**src/hw/rtl/nhap_pkg.sv**
```systemverilog
package nhap_pkg;

  localparam int MaxAreas = 32;
  localparam int IdxW     = $clog2(MaxAreas);
  localparam int CountW   = $clog2(MaxAreas + 1);
  localparam int ThrW     = 12;
  localparam int SqW      = 34;

  localparam logic [1:0] OpClear  = 2'd0;
  localparam logic [1:0] OpAppend = 2'd1;
  localparam logic [1:0] OpQuery  = 2'd2;

  localparam logic [2:0] CandCentre   = 3'd0;
  localparam logic [2:0] CandTopLeft  = 3'd1;
  localparam logic [2:0] CandTopRight = 3'd2;
  localparam logic [2:0] CandBotLeft  = 3'd3;
  localparam logic [2:0] CandBotRight = 3'd4;

  typedef enum logic [1:0] {
    ScanContain,
    ScanNear,
    ScanIsolate
  } scan_mode_e;

  typedef struct packed {
    logic        [1:0]  operation;
    logic signed [15:0] rect_left;
    logic signed [15:0] rect_top;
    logic signed [15:0] rect_right;
    logic signed [15:0] rect_bottom;
    logic signed [15:0] point_x;
    logic signed [15:0] point_y;
  } in_item_t;

  typedef struct packed {
    logic               status;
    logic               found;
    logic signed [15:0] display_x;
    logic signed [15:0] display_y;
    logic signed [15:0] cursor_x;
    logic signed [15:0] cursor_y;
    logic               clash;
  } out_item_t;

  typedef struct packed {
    logic signed [15:0] left;
    logic signed [15:0] top;
    logic signed [15:0] right;
    logic signed [15:0] bottom;
  } rect_t;

  typedef struct packed {
    logic       take;
    logic       scan_start;
    scan_mode_e mode;
    logic       best_init;
    logic       load_sel;
    logic       latch_sel;
    logic       cand_next;
    logic       cur_take;
    logic       set_clash;
  } cmd_t;

  typedef struct packed {
    logic scan_busy;
    logic have;
    logic iso_hit;
    logic cand_last;
  } sts_t;

  // centre of an inclusive span, halved toward zero
  function automatic logic signed [15:0] centre16(logic signed [15:0] a,
                                                  logic signed [15:0] b);
    logic [16:0] s;
    logic [16:0] t;
    s = {a[15], a} + {b[15], b};
    t = s + {16'd0, s[16]};
    return t[16:1];
  endfunction

  function automatic logic rect_hit(rect_t r, logic signed [16:0] x,
                                    logic signed [16:0] y);
    logic signed [16:0] l;
    logic signed [16:0] t;
    logic signed [16:0] rr;
    logic signed [16:0] b;
    l  = {r.left[15], r.left};
    t  = {r.top[15], r.top};
    rr = {r.right[15], r.right};
    b  = {r.bottom[15], r.bottom};
    return (x >= l) && (y >= t) && (x <= rr) && (y <= b);
  endfunction

endpackage

```
**src/hw/rtl/nhap_ctrl.sv**
```systemverilog
module nhap_ctrl import nhap_pkg::*; (
  input  logic       clk_i,
  input  logic       rst_ni,
  input  logic       in_valid_i,
  input  logic [1:0] in_op_i,
  input  logic       out_free_i,
  input  sts_t       sts_i,
  output logic       in_stall_o,
  output logic       emit_o,
  output cmd_t       cmd_o
);

  localparam logic [2:0] StIdle  = 3'd0;
  localparam logic [2:0] StCont  = 3'd1;
  localparam logic [2:0] StNear  = 3'd2;
  localparam logic [2:0] StLoad  = 3'd3;
  localparam logic [2:0] StLatch = 3'd4;
  localparam logic [2:0] StIso   = 3'd5;
  localparam logic [2:0] StEmit  = 3'd6;

  logic [2:0] state_q, state_d;

  always_ff @(posedge clk_i or negedge rst_ni) begin
    if (!rst_ni) begin
      state_q <= StIdle;
    end else begin
      state_q <= state_d;
    end
  end

  always_comb begin
    state_d    = state_q;
    cmd_o      = '0;
    cmd_o.mode = ScanContain;
    emit_o     = 1'b0;
    in_stall_o = (state_q != StIdle);
    case (state_q)
      StIdle: begin
        if (in_valid_i) begin
          cmd_o.take = 1'b1;
          if (in_op_i == OpQuery) begin
            cmd_o.scan_start = 1'b1;
            state_d          = StCont;
          end else begin
            state_d = StEmit;
          end
        end
      end
      StCont: begin
        cmd_o.mode = ScanContain;
        if (!sts_i.scan_busy) begin
          if (sts_i.have) begin
            state_d = StLoad;
          end else begin
            cmd_o.scan_start = 1'b1;
            cmd_o.best_init  = 1'b1;
            state_d          = StNear;
          end
        end
      end
      StNear: begin
        cmd_o.mode = ScanNear;
        if (!sts_i.scan_busy) begin
          state_d = sts_i.have ? StLoad : StEmit;
        end
      end
      StLoad: begin
        cmd_o.load_sel = 1'b1;
        state_d        = StLatch;
      end
      StLatch: begin
        cmd_o.latch_sel  = 1'b1;
        cmd_o.scan_start = 1'b1;
        cmd_o.mode       = ScanIsolate;
        state_d          = StIso;
      end
      StIso: begin
        cmd_o.mode = ScanIsolate;
        if (!sts_i.scan_busy) begin
          if (!sts_i.iso_hit) begin
            cmd_o.cur_take = 1'b1;
            state_d        = StEmit;
          end else if (sts_i.cand_last) begin
            cmd_o.set_clash = 1'b1;
            state_d         = StEmit;
          end else begin
            cmd_o.cand_next  = 1'b1;
            cmd_o.scan_start = 1'b1;
          end
        end
      end
      StEmit: begin
        emit_o = 1'b1;
        if (out_free_i) begin
          state_d = StIdle;
        end
      end
      default: begin
        state_d = StIdle;
      end
    endcase
  end

endmodule

```
**config.mk**
```make
export PLATFORM = sky130hd
export DESIGN_NAME = nhap_ctrl
export DESIGN_NICKNAME = d
export VERILOG_FILES = /design/src/hw/rtl/nhap_pkg.sv /design/src/hw/rtl/nhap_ctrl.sv
export SDC_FILE = /design/constraint.sdc
export NUM_CORES = 1
export LEC_CHECK = 0
export BUFFER_PORTS_ARGS = -buffer_cell sky130_fd_sc_hd__buf_2
export CAP_MARGIN = 25
export CORE_AREA = 2 2 39 41
export CTS_CLUSTER_SIZE = 24
export DETAILED_ROUTE_END_ITERATION = 10
export DIE_AREA = 0 0 41 43
export GPL_ROUTABILITY_DRIVEN = 0
export SKIP_LAST_GASP = 1
export SLEW_MARGIN = 20
export SYNTH_ARGS = -nofsm -noshare
export SYNTH_HDL_FRONTEND = slang
export SYNTH_SLANG_ARGS = --single-unit
```
**constraint.sdc**
```tcl
create_clock -name clk_i -period 1.5 [get_ports clk_i]
set_input_delay 0.225 -clock clk_i [delete_from_list [all_inputs] [get_ports clk_i]]
set_output_delay 0.225 -clock clk_i [all_outputs]
set_load 0.05 [all_outputs]
```
==> results.md, run 1 <==
* Critical Path Source: state_q[2]$_DFFE_PN0P_
* Most frequent cells in the layout: buf_4, buf_2, buf_6
* Clock buffer depth at 2
* Routed WL at 1340 um
* Reg-to-Reg Start: state_q[0]$_DFFE_PN0P_
* Register area share after synthesis at 19.5%
* Num rows at 14
* RSZ-0062 raised after global routing: true
* P_sw at 1030 uW
* TritonCTS buffer count at 3
* Peak VDD IR at 1.14 mV
* Post-Synthesis Cell Area at 384 um2
* Comb power frac at 83.4%
* Max FFs per register at 3
* Clk pwr share at 7.7%
* Inserted Diodes at 0
* Vias per std cell at 5.08
* Iteration-0 DRC Markers at 2
* Critical Path RT at 1270 ps
* Setup Skew at 2.62 ps
* Failing checks: setup timing
* Overall power at 1990 uW
* Number of I/O port buffers at 21
* Flops & latches, synth at 3
* Pin count of the biggest net entering global routing at 18
* Worst setup SP type: flip-flop
* Clk Latency, worst-skew pair at 250 ps
* Commonest non-fill, non-tap cell in the layout: buf_4
* Critical setup path kind: reg2out
* Post-route clock period utilization at 106%
* Placed cells at 90
* Switching Share at 52.0%
* GRT Util Overall at 16.0%
* CTS clk-pin slew, worst paths at 40 ps
* TritonRoute pass-1 iters at 2
* Max-slew violation count at 0
* WP data arrival at 1360 ps
* Place WS at 5.89 ps
* Initial antenna violation count at 0
* Cells after synthesis at 52
* Maximum fanout along the worst path at 5
* Final hold viol count at 0
* Die Ht at 43 um
* CTS tree: built
* Core ar. at 1380 um2
* Outcome: finished, violations left
* Fin worst setup slack at -86.6 ps
* Netlist cell types at 28
* Internal at 954 uW
* FMAX at 630 MHz
* Min cycle time layout at 1590 ps
* Ys async rst share at 100%
* Slew at the pin with the worst max-slew slack at 296 ps
* Number of placed I/O pins at 22
* First-pass GRT wire length at 1990 um
* FILL cells at 126
* Hold/Removal Path Class: in2async
* Critical Path End Type: primary output
* Slew headroom at 80.2%
* Die width at 41 um
* Area Overhead vs Synth at 108%
* Avg WL per Cell at 13.1 um
* Number of max-cap violations at 0
* Top_reg_cell synth: dfrtp_1
* Syn Nets at 62
* # clock sinks at 3
* Util after Layout at 57.7%
* Post-DRT Antenna Nets at 0
* Via count at 518
* Number of synthesized flops with an enable pin at 0
* Leak at 0.000356 uW
* Remaining Overflow, GRT at 0
* Largest registers: state_q (3)
* H-tree Lvls at 1
* Final Instance Count excl. Fillers at 102
* Synthesis Warnings at 0
* Pwr/cell area at 2490 nW/um2
* Number of global-route vias before repair at 476
* Fin nets at 97
* Final setup violation count at 9
* # DRC at 0
* Reg with most FFs: state_q
* Flop pwr share at 8.9%
* Share of layout cells above drive strength 1 at 62.8%
* Root Buffer: clkbuf_4
* Die footprint at 1760 um2
* Syn avg cell area at 7.39 um2
* HPWL after DPL at 875 um
* Initial Util at 27.8%
[cells in the mapped netlist, types with 2 or more instances]
cell	instances	area, um2
nand2_1	5	18.8
nor3_1	5	25.0
a21oi_1	4	20.0
nor2_1	4	15.0
o21ai_0	4	20.0
dfrtp_1	3	75.1
nor2b_1	3	18.8
and3_1	2	12.5
buf_2	2	10.0
inv_1	2	7.51
[logic make-up (layout without fill, tap and decap cells)]
logic type | count (synthesis) | in the layout | synth area share (%)
compound gates | 15 | 15 | 29.0
buf+inv | 8 | 42 | 11.4
flops | 3 | 3 | 19.5
simple gates | 26 | 26 | 40.1
[stage by stage]
| stage | cell area [um2] | TNS, ps | hold slack, ps |
|---|---|---|---|
| 2_1_floorplan | 450 | -1730 | -70.6 |
| 3_3_place_gp | 597 | 0 | 26.6 |
| 3_5_place_dp | 597 | 0 | 24.4 |
| 4_1_cts | 719 | -501 | 299 |
| 5_1_grt | 798 | -941 | 328 |
| 6_report | 798 | -396 | 301 |
[power groups by stage]
stage	logic [uW]	clock network (uW)	registers [uW]
after floorplan	1010	0	153
after global placement	1270	0	167
after detailed placement	1260	0	168
after CTS	1470	155	170
after global routing	1750	166	183
final	1660	153	177
[worst paths after layout]
path,end,slack [ps],cells past startpoint
worst min register to register,state_q[1]$_DFFE_PN0P_,720,2
worst max register to register,state_q[0]$_DFFE_PN0P_,30,5
worst min-delay path,state_q[1]$_DFFE_PN0P_,300,2
worst max-delay path,cmd_o[8],-90,4
min in group clk_i,state_q[1]$_DFFE_PN0P_,310,4
max in group asynchronous,state_q[0]$_DFFE_PN0P_,1080,2
[worst max-delay path: stages, from the launching register on]
cell and delay (ps):
dfrtp_1 390, buf_6 140, nor4_4 300, a211o_4 150
buf_8 130
[layer usage]
| metal | vias to the layer above | routed length, um | global-route usage (%) |
|---|---|---|---|
| li1 | 257 | - | - |
| met1 | 247 | 563 | 21.7 |
| met2 | 12 | 679 | 24.1 |
| met3 | 2 | 80 | 6.28 |
| met4 | 0 | 14 | 2.00 |
| met5 | - | 0 | 0 |
[final cells by class]
class / count / area (um2) / share of cell area (%)
timing repair buffer: 35 / 315 / 39.5
sequential: 3 / 76.3 / 9.56
clock buffer: 4 / 26.3 / 3.29
tap: 16 / 20.0 / 2.51
multi-input combinational: 41 / 347 / 43.4
inverter: 3 / 13.8 / 1.72
[timing repair]
| action | in CTS | in global routing |
|---|---|---|
| setup endpoints to repair | 9 | 11 |
| gates resized for setup | 21 | 8 |
| buffers inserted | 3 | 4 |
| hold endpoints to repair | 3 | 0 |
| pin swaps | 1 | 4 |
| gates cloned | 0 | 1 |
| hold buffers | 1 | 0 |
(Power assumes the default switching activity.)
==> inputs of run 2 (changes only) <==
--- a/config.mk
+++ b/config.mk
@@ -8,6 +8,7 @@
 export BUFFER_PORTS_ARGS = -buffer_cell sky130_fd_sc_hd__buf_2
 export CAP_MARGIN = 25
 export CORE_AREA = 2 2 39 41
+export CTS_BUF_LIST = sky130_fd_sc_hd__clkbuf_16
 export CTS_CLUSTER_SIZE = 24
 export DETAILED_ROUTE_END_ITERATION = 10
 export DIE_AREA = 0 0 41 43
==> run 2 against run 1 <==
Effect of this change:
- the flow still finishes with violations (setup timing)
- clock power grew to 2.7 times the previous value
- total power grew 12%
- combinational power barely moved
- final area up 5.8%
- critical path depth rose by 1
- flip-flop and latch count is the same
- register-to-register slack worse by 30 ps
- largest cell class unchanged
- routed wire length fell by 3.3%
- non-clock buffer count fell by 1
- sequential share of layout area fell by 0.52 points
- clock skew about the same
- final cell count decreased by 0.98%
==> results.md, run 2 (synthesis results as in run 1) <==
* Outcome: finished, violations left
* Failing checks: setup timing
* Post-route clock period utilization at 104% (-1.9 points)
* Largest registers: state_q (3)
* Switching Share at 46.3% (-5.7 points)
* Num rows at 14 (unchanged)
* HPWL after DPL at 875 um (unchanged)
* Setup Skew at 2.57 ps (-0.0540 ps)
* Critical Path End Type: primary output
* Most frequent cells in the layout: buf_2, buf_6, buf_4
* Reg with most FFs: state_q
* Aggregate negative setup slack at -94.8 ps (+302 ps)
* Worst setup SP type: flip-flop
* # clock sinks at 3 (unchanged)
* Clk Latency, worst-skew pair at 220 ps (-30 ps)
* Die Ht at 43 um (unchanged)
* Vias per std cell at 5.21 (+2.5%)
* CTS clk-pin slew, worst paths at 30 ps (about the same)
* Clk pwr share at 18.6% (+11 points)
* Max FFs per register at 3 (unchanged)
* P_sw at 1030 uW (+0.11%)
* Number of global-route vias before repair at 509 (+6.9%)
* Peak VDD IR at 1.39 mV (+22%)
* RSZ-0062 raised after global routing: true
* Critical Path Source: state_q[2]$_DFFE_PN0P_
* Leak at 0.000380 uW (+6.9%)
* Fin nets at 96 (-1.0%)
* TritonRoute pass-1 iters at 4 (+2)
* Commonest non-fill, non-tap cell in the layout: buf_2
* FMAX at 642 MHz (+1.8%)
* Initial antenna violation count at 0 (unchanged)
* Pwr/cell area at 2650 nW/um2 (+6.2%)
* Number of max-cap violations at 0 (unchanged)
* Number of placed I/O pins at 22 (unchanged)
* Via count at 526 (+1.5%)
* Max-slew violation count at 0 (unchanged)
* Comb power frac at 73.3% (-10 points)
* Remaining Overflow, GRT at 0 (unchanged)
* Share of layout cells above drive strength 1 at 64.7% (+1.9 points)
* Overall power at 2230 uW (+12%)
* Critical Path RT at 1270 ps (about the same)
* Final hold viol count at 0 (unchanged)
* TritonCTS buffer count at 3 (unchanged)
* Final Instance Area at 845 um2 (+5.8%)
* Post-DRT Antenna Nets at 0 (unchanged)
* Internal at 1200 uW (+26%)
* Flop pwr share at 8.1% (-0.8 points)
* Root Buffer: clkbuf_16
* Slew headroom at 80.4% (+0.18 points)
* Maximum fanout along the worst path at 5 (unchanged)
* Hold/Removal Path Class: in2reg
* Inserted Diodes at 0 (unchanged)
* Slew at the pin with the worst max-slew slack at 294 ps (-2.45 ps)
* Worst Hold Launch: out_free_i
* First-pass GRT wire length at 2120 um (+6.6%)
* Hold WS at 320 ps (+19.1 ps)
* Initial Util at 27.8% (unchanged)
* Routed WL at 1290 um (-3.3%)
* Clock buffer depth at 2 (unchanged)
* GRT Util Overall at 17.4% (+1.4 points)
* Die footprint at 1760 um2 (unchanged)
* Avg WL per Cell at 12.8 um (-2.3%)
* Pin count of the biggest net entering global routing at 13 (-5)
* WP data arrival at 1330 ps (-30 ps)
* Reg-to-Reg Start: state_q[0]$_DFFE_PN0P_
* Final setup violation count at 4 (-5)
* Number of I/O port buffers at 21 (unchanged)
* Iteration-0 DRC Markers at 3 (+1)
* Min cycle time layout at 1560 ps (-28.0 ps)
* # DRC at 0 (unchanged)
* Fin worst setup slack at -58.6 ps (+28.0 ps)
* Area Overhead vs Synth at 120%
* CTS tree: built
* FILL cells at 124 (-1.6%)
* H-tree Lvls at 1 (unchanged)
* Core ar. at 1380 um2 (unchanged)
* Critical setup path kind: reg2out
* Placed cell areas at 597 um2 (unchanged)
* Die width at 41 um (unchanged)
## run 2: cell types whose count changed in the layout (fill, tap and decap cells not counted)
cell	delta
buf_8	-1
bufbuf_16	+1
clkbuf_16	+2
buf_2	+2
clkbuf_1	-1
nor2_1	-1
buf_4	-3
inv_2	+1
nor2_2	+1
clkbuf_4	-3
buf_6	+1
## run 2: timing repair
item                                   CTS  global route
gates cloned                             1             0
endpoints found under the hold margin    3             0
buffers inserted                         4             2
hold buffers                             1             0
pin swaps                                2             3
setup endpoints to repair                8            10
gates resized for setup                 22             5
## run 2: metrics by stage
stage	util, %	std cells	setup WS [ps]
floorplan	-	52	-366
global placement	43.1	90	12.5
detailed placement	43.1	90	5.89
CTS	58.8	99	-79.2
global route	61.0	101	-108
finish	61.0	101	-58.6
## run 2: layer usage
| layer | routed length, um | track usage, % | up-vias | share of wire, % |
|---|---|---|---|---|
| met2 | 686 | 27.8 | 22 | 53 |
| met1 | 508 | 21.4 | 248 | 39 |
| li1 | - | - | 256 | - |
| met5 | 0 | 0 | - | 0 |
| met3 | 99 | 6.28 | 0 | 7.7 |
| met4 | 0 | 4.00 | 0 | 0 |
## run 2: worst max-delay path, cell delays in order, from the launching register on
cell and delay [ps]:
dfrtp_1 390, buf_6 150, a21oi_2 90, nor3_1 60, a211o_4 270, buf_8 150
## run 2: worst paths after layout
path                            depth (start not counted)  slack, ps                     end
min in group asynchronous                               2        330  state_q[2]$_DFFE_PN0P_
max in group asynchronous                               2       1050  state_q[0]$_DFFE_PN0P_
worst min register to register                          2        710  state_q[1]$_DFFE_PN0P_
worst min-delay path                                    4        320  state_q[1]$_DFFE_PN0P_
worst max-delay path                                    5        -60                cmd_o[8]
worst max register to register                          5          0  state_q[0]$_DFFE_PN0P_
## run 2: power groups by stage
stage	Clock, uW	Sequential [uW]	Combinational (uW)
after global placement	0	167	1270
after global routing	428	188	1740
final	416	182	1640
after detailed placement	0	168	1260
after CTS	424	179	1580
after floorplan	0	153	1010
## run 2: cell type report
type | count | area, um2 | area share [%]
inverter | 3 | 13.8 | 1.63
tap | 16 | 20.0 | 2.37
multi-input combinational | 41 | 349 | 41.3
timing repair buffer | 34 | 307 | 36.3
sequential | 3 | 76.3 | 9.04
clock buffer | 3 | 75.1 | 8.89
clock inverter | 1 | 3.75 | 0.444
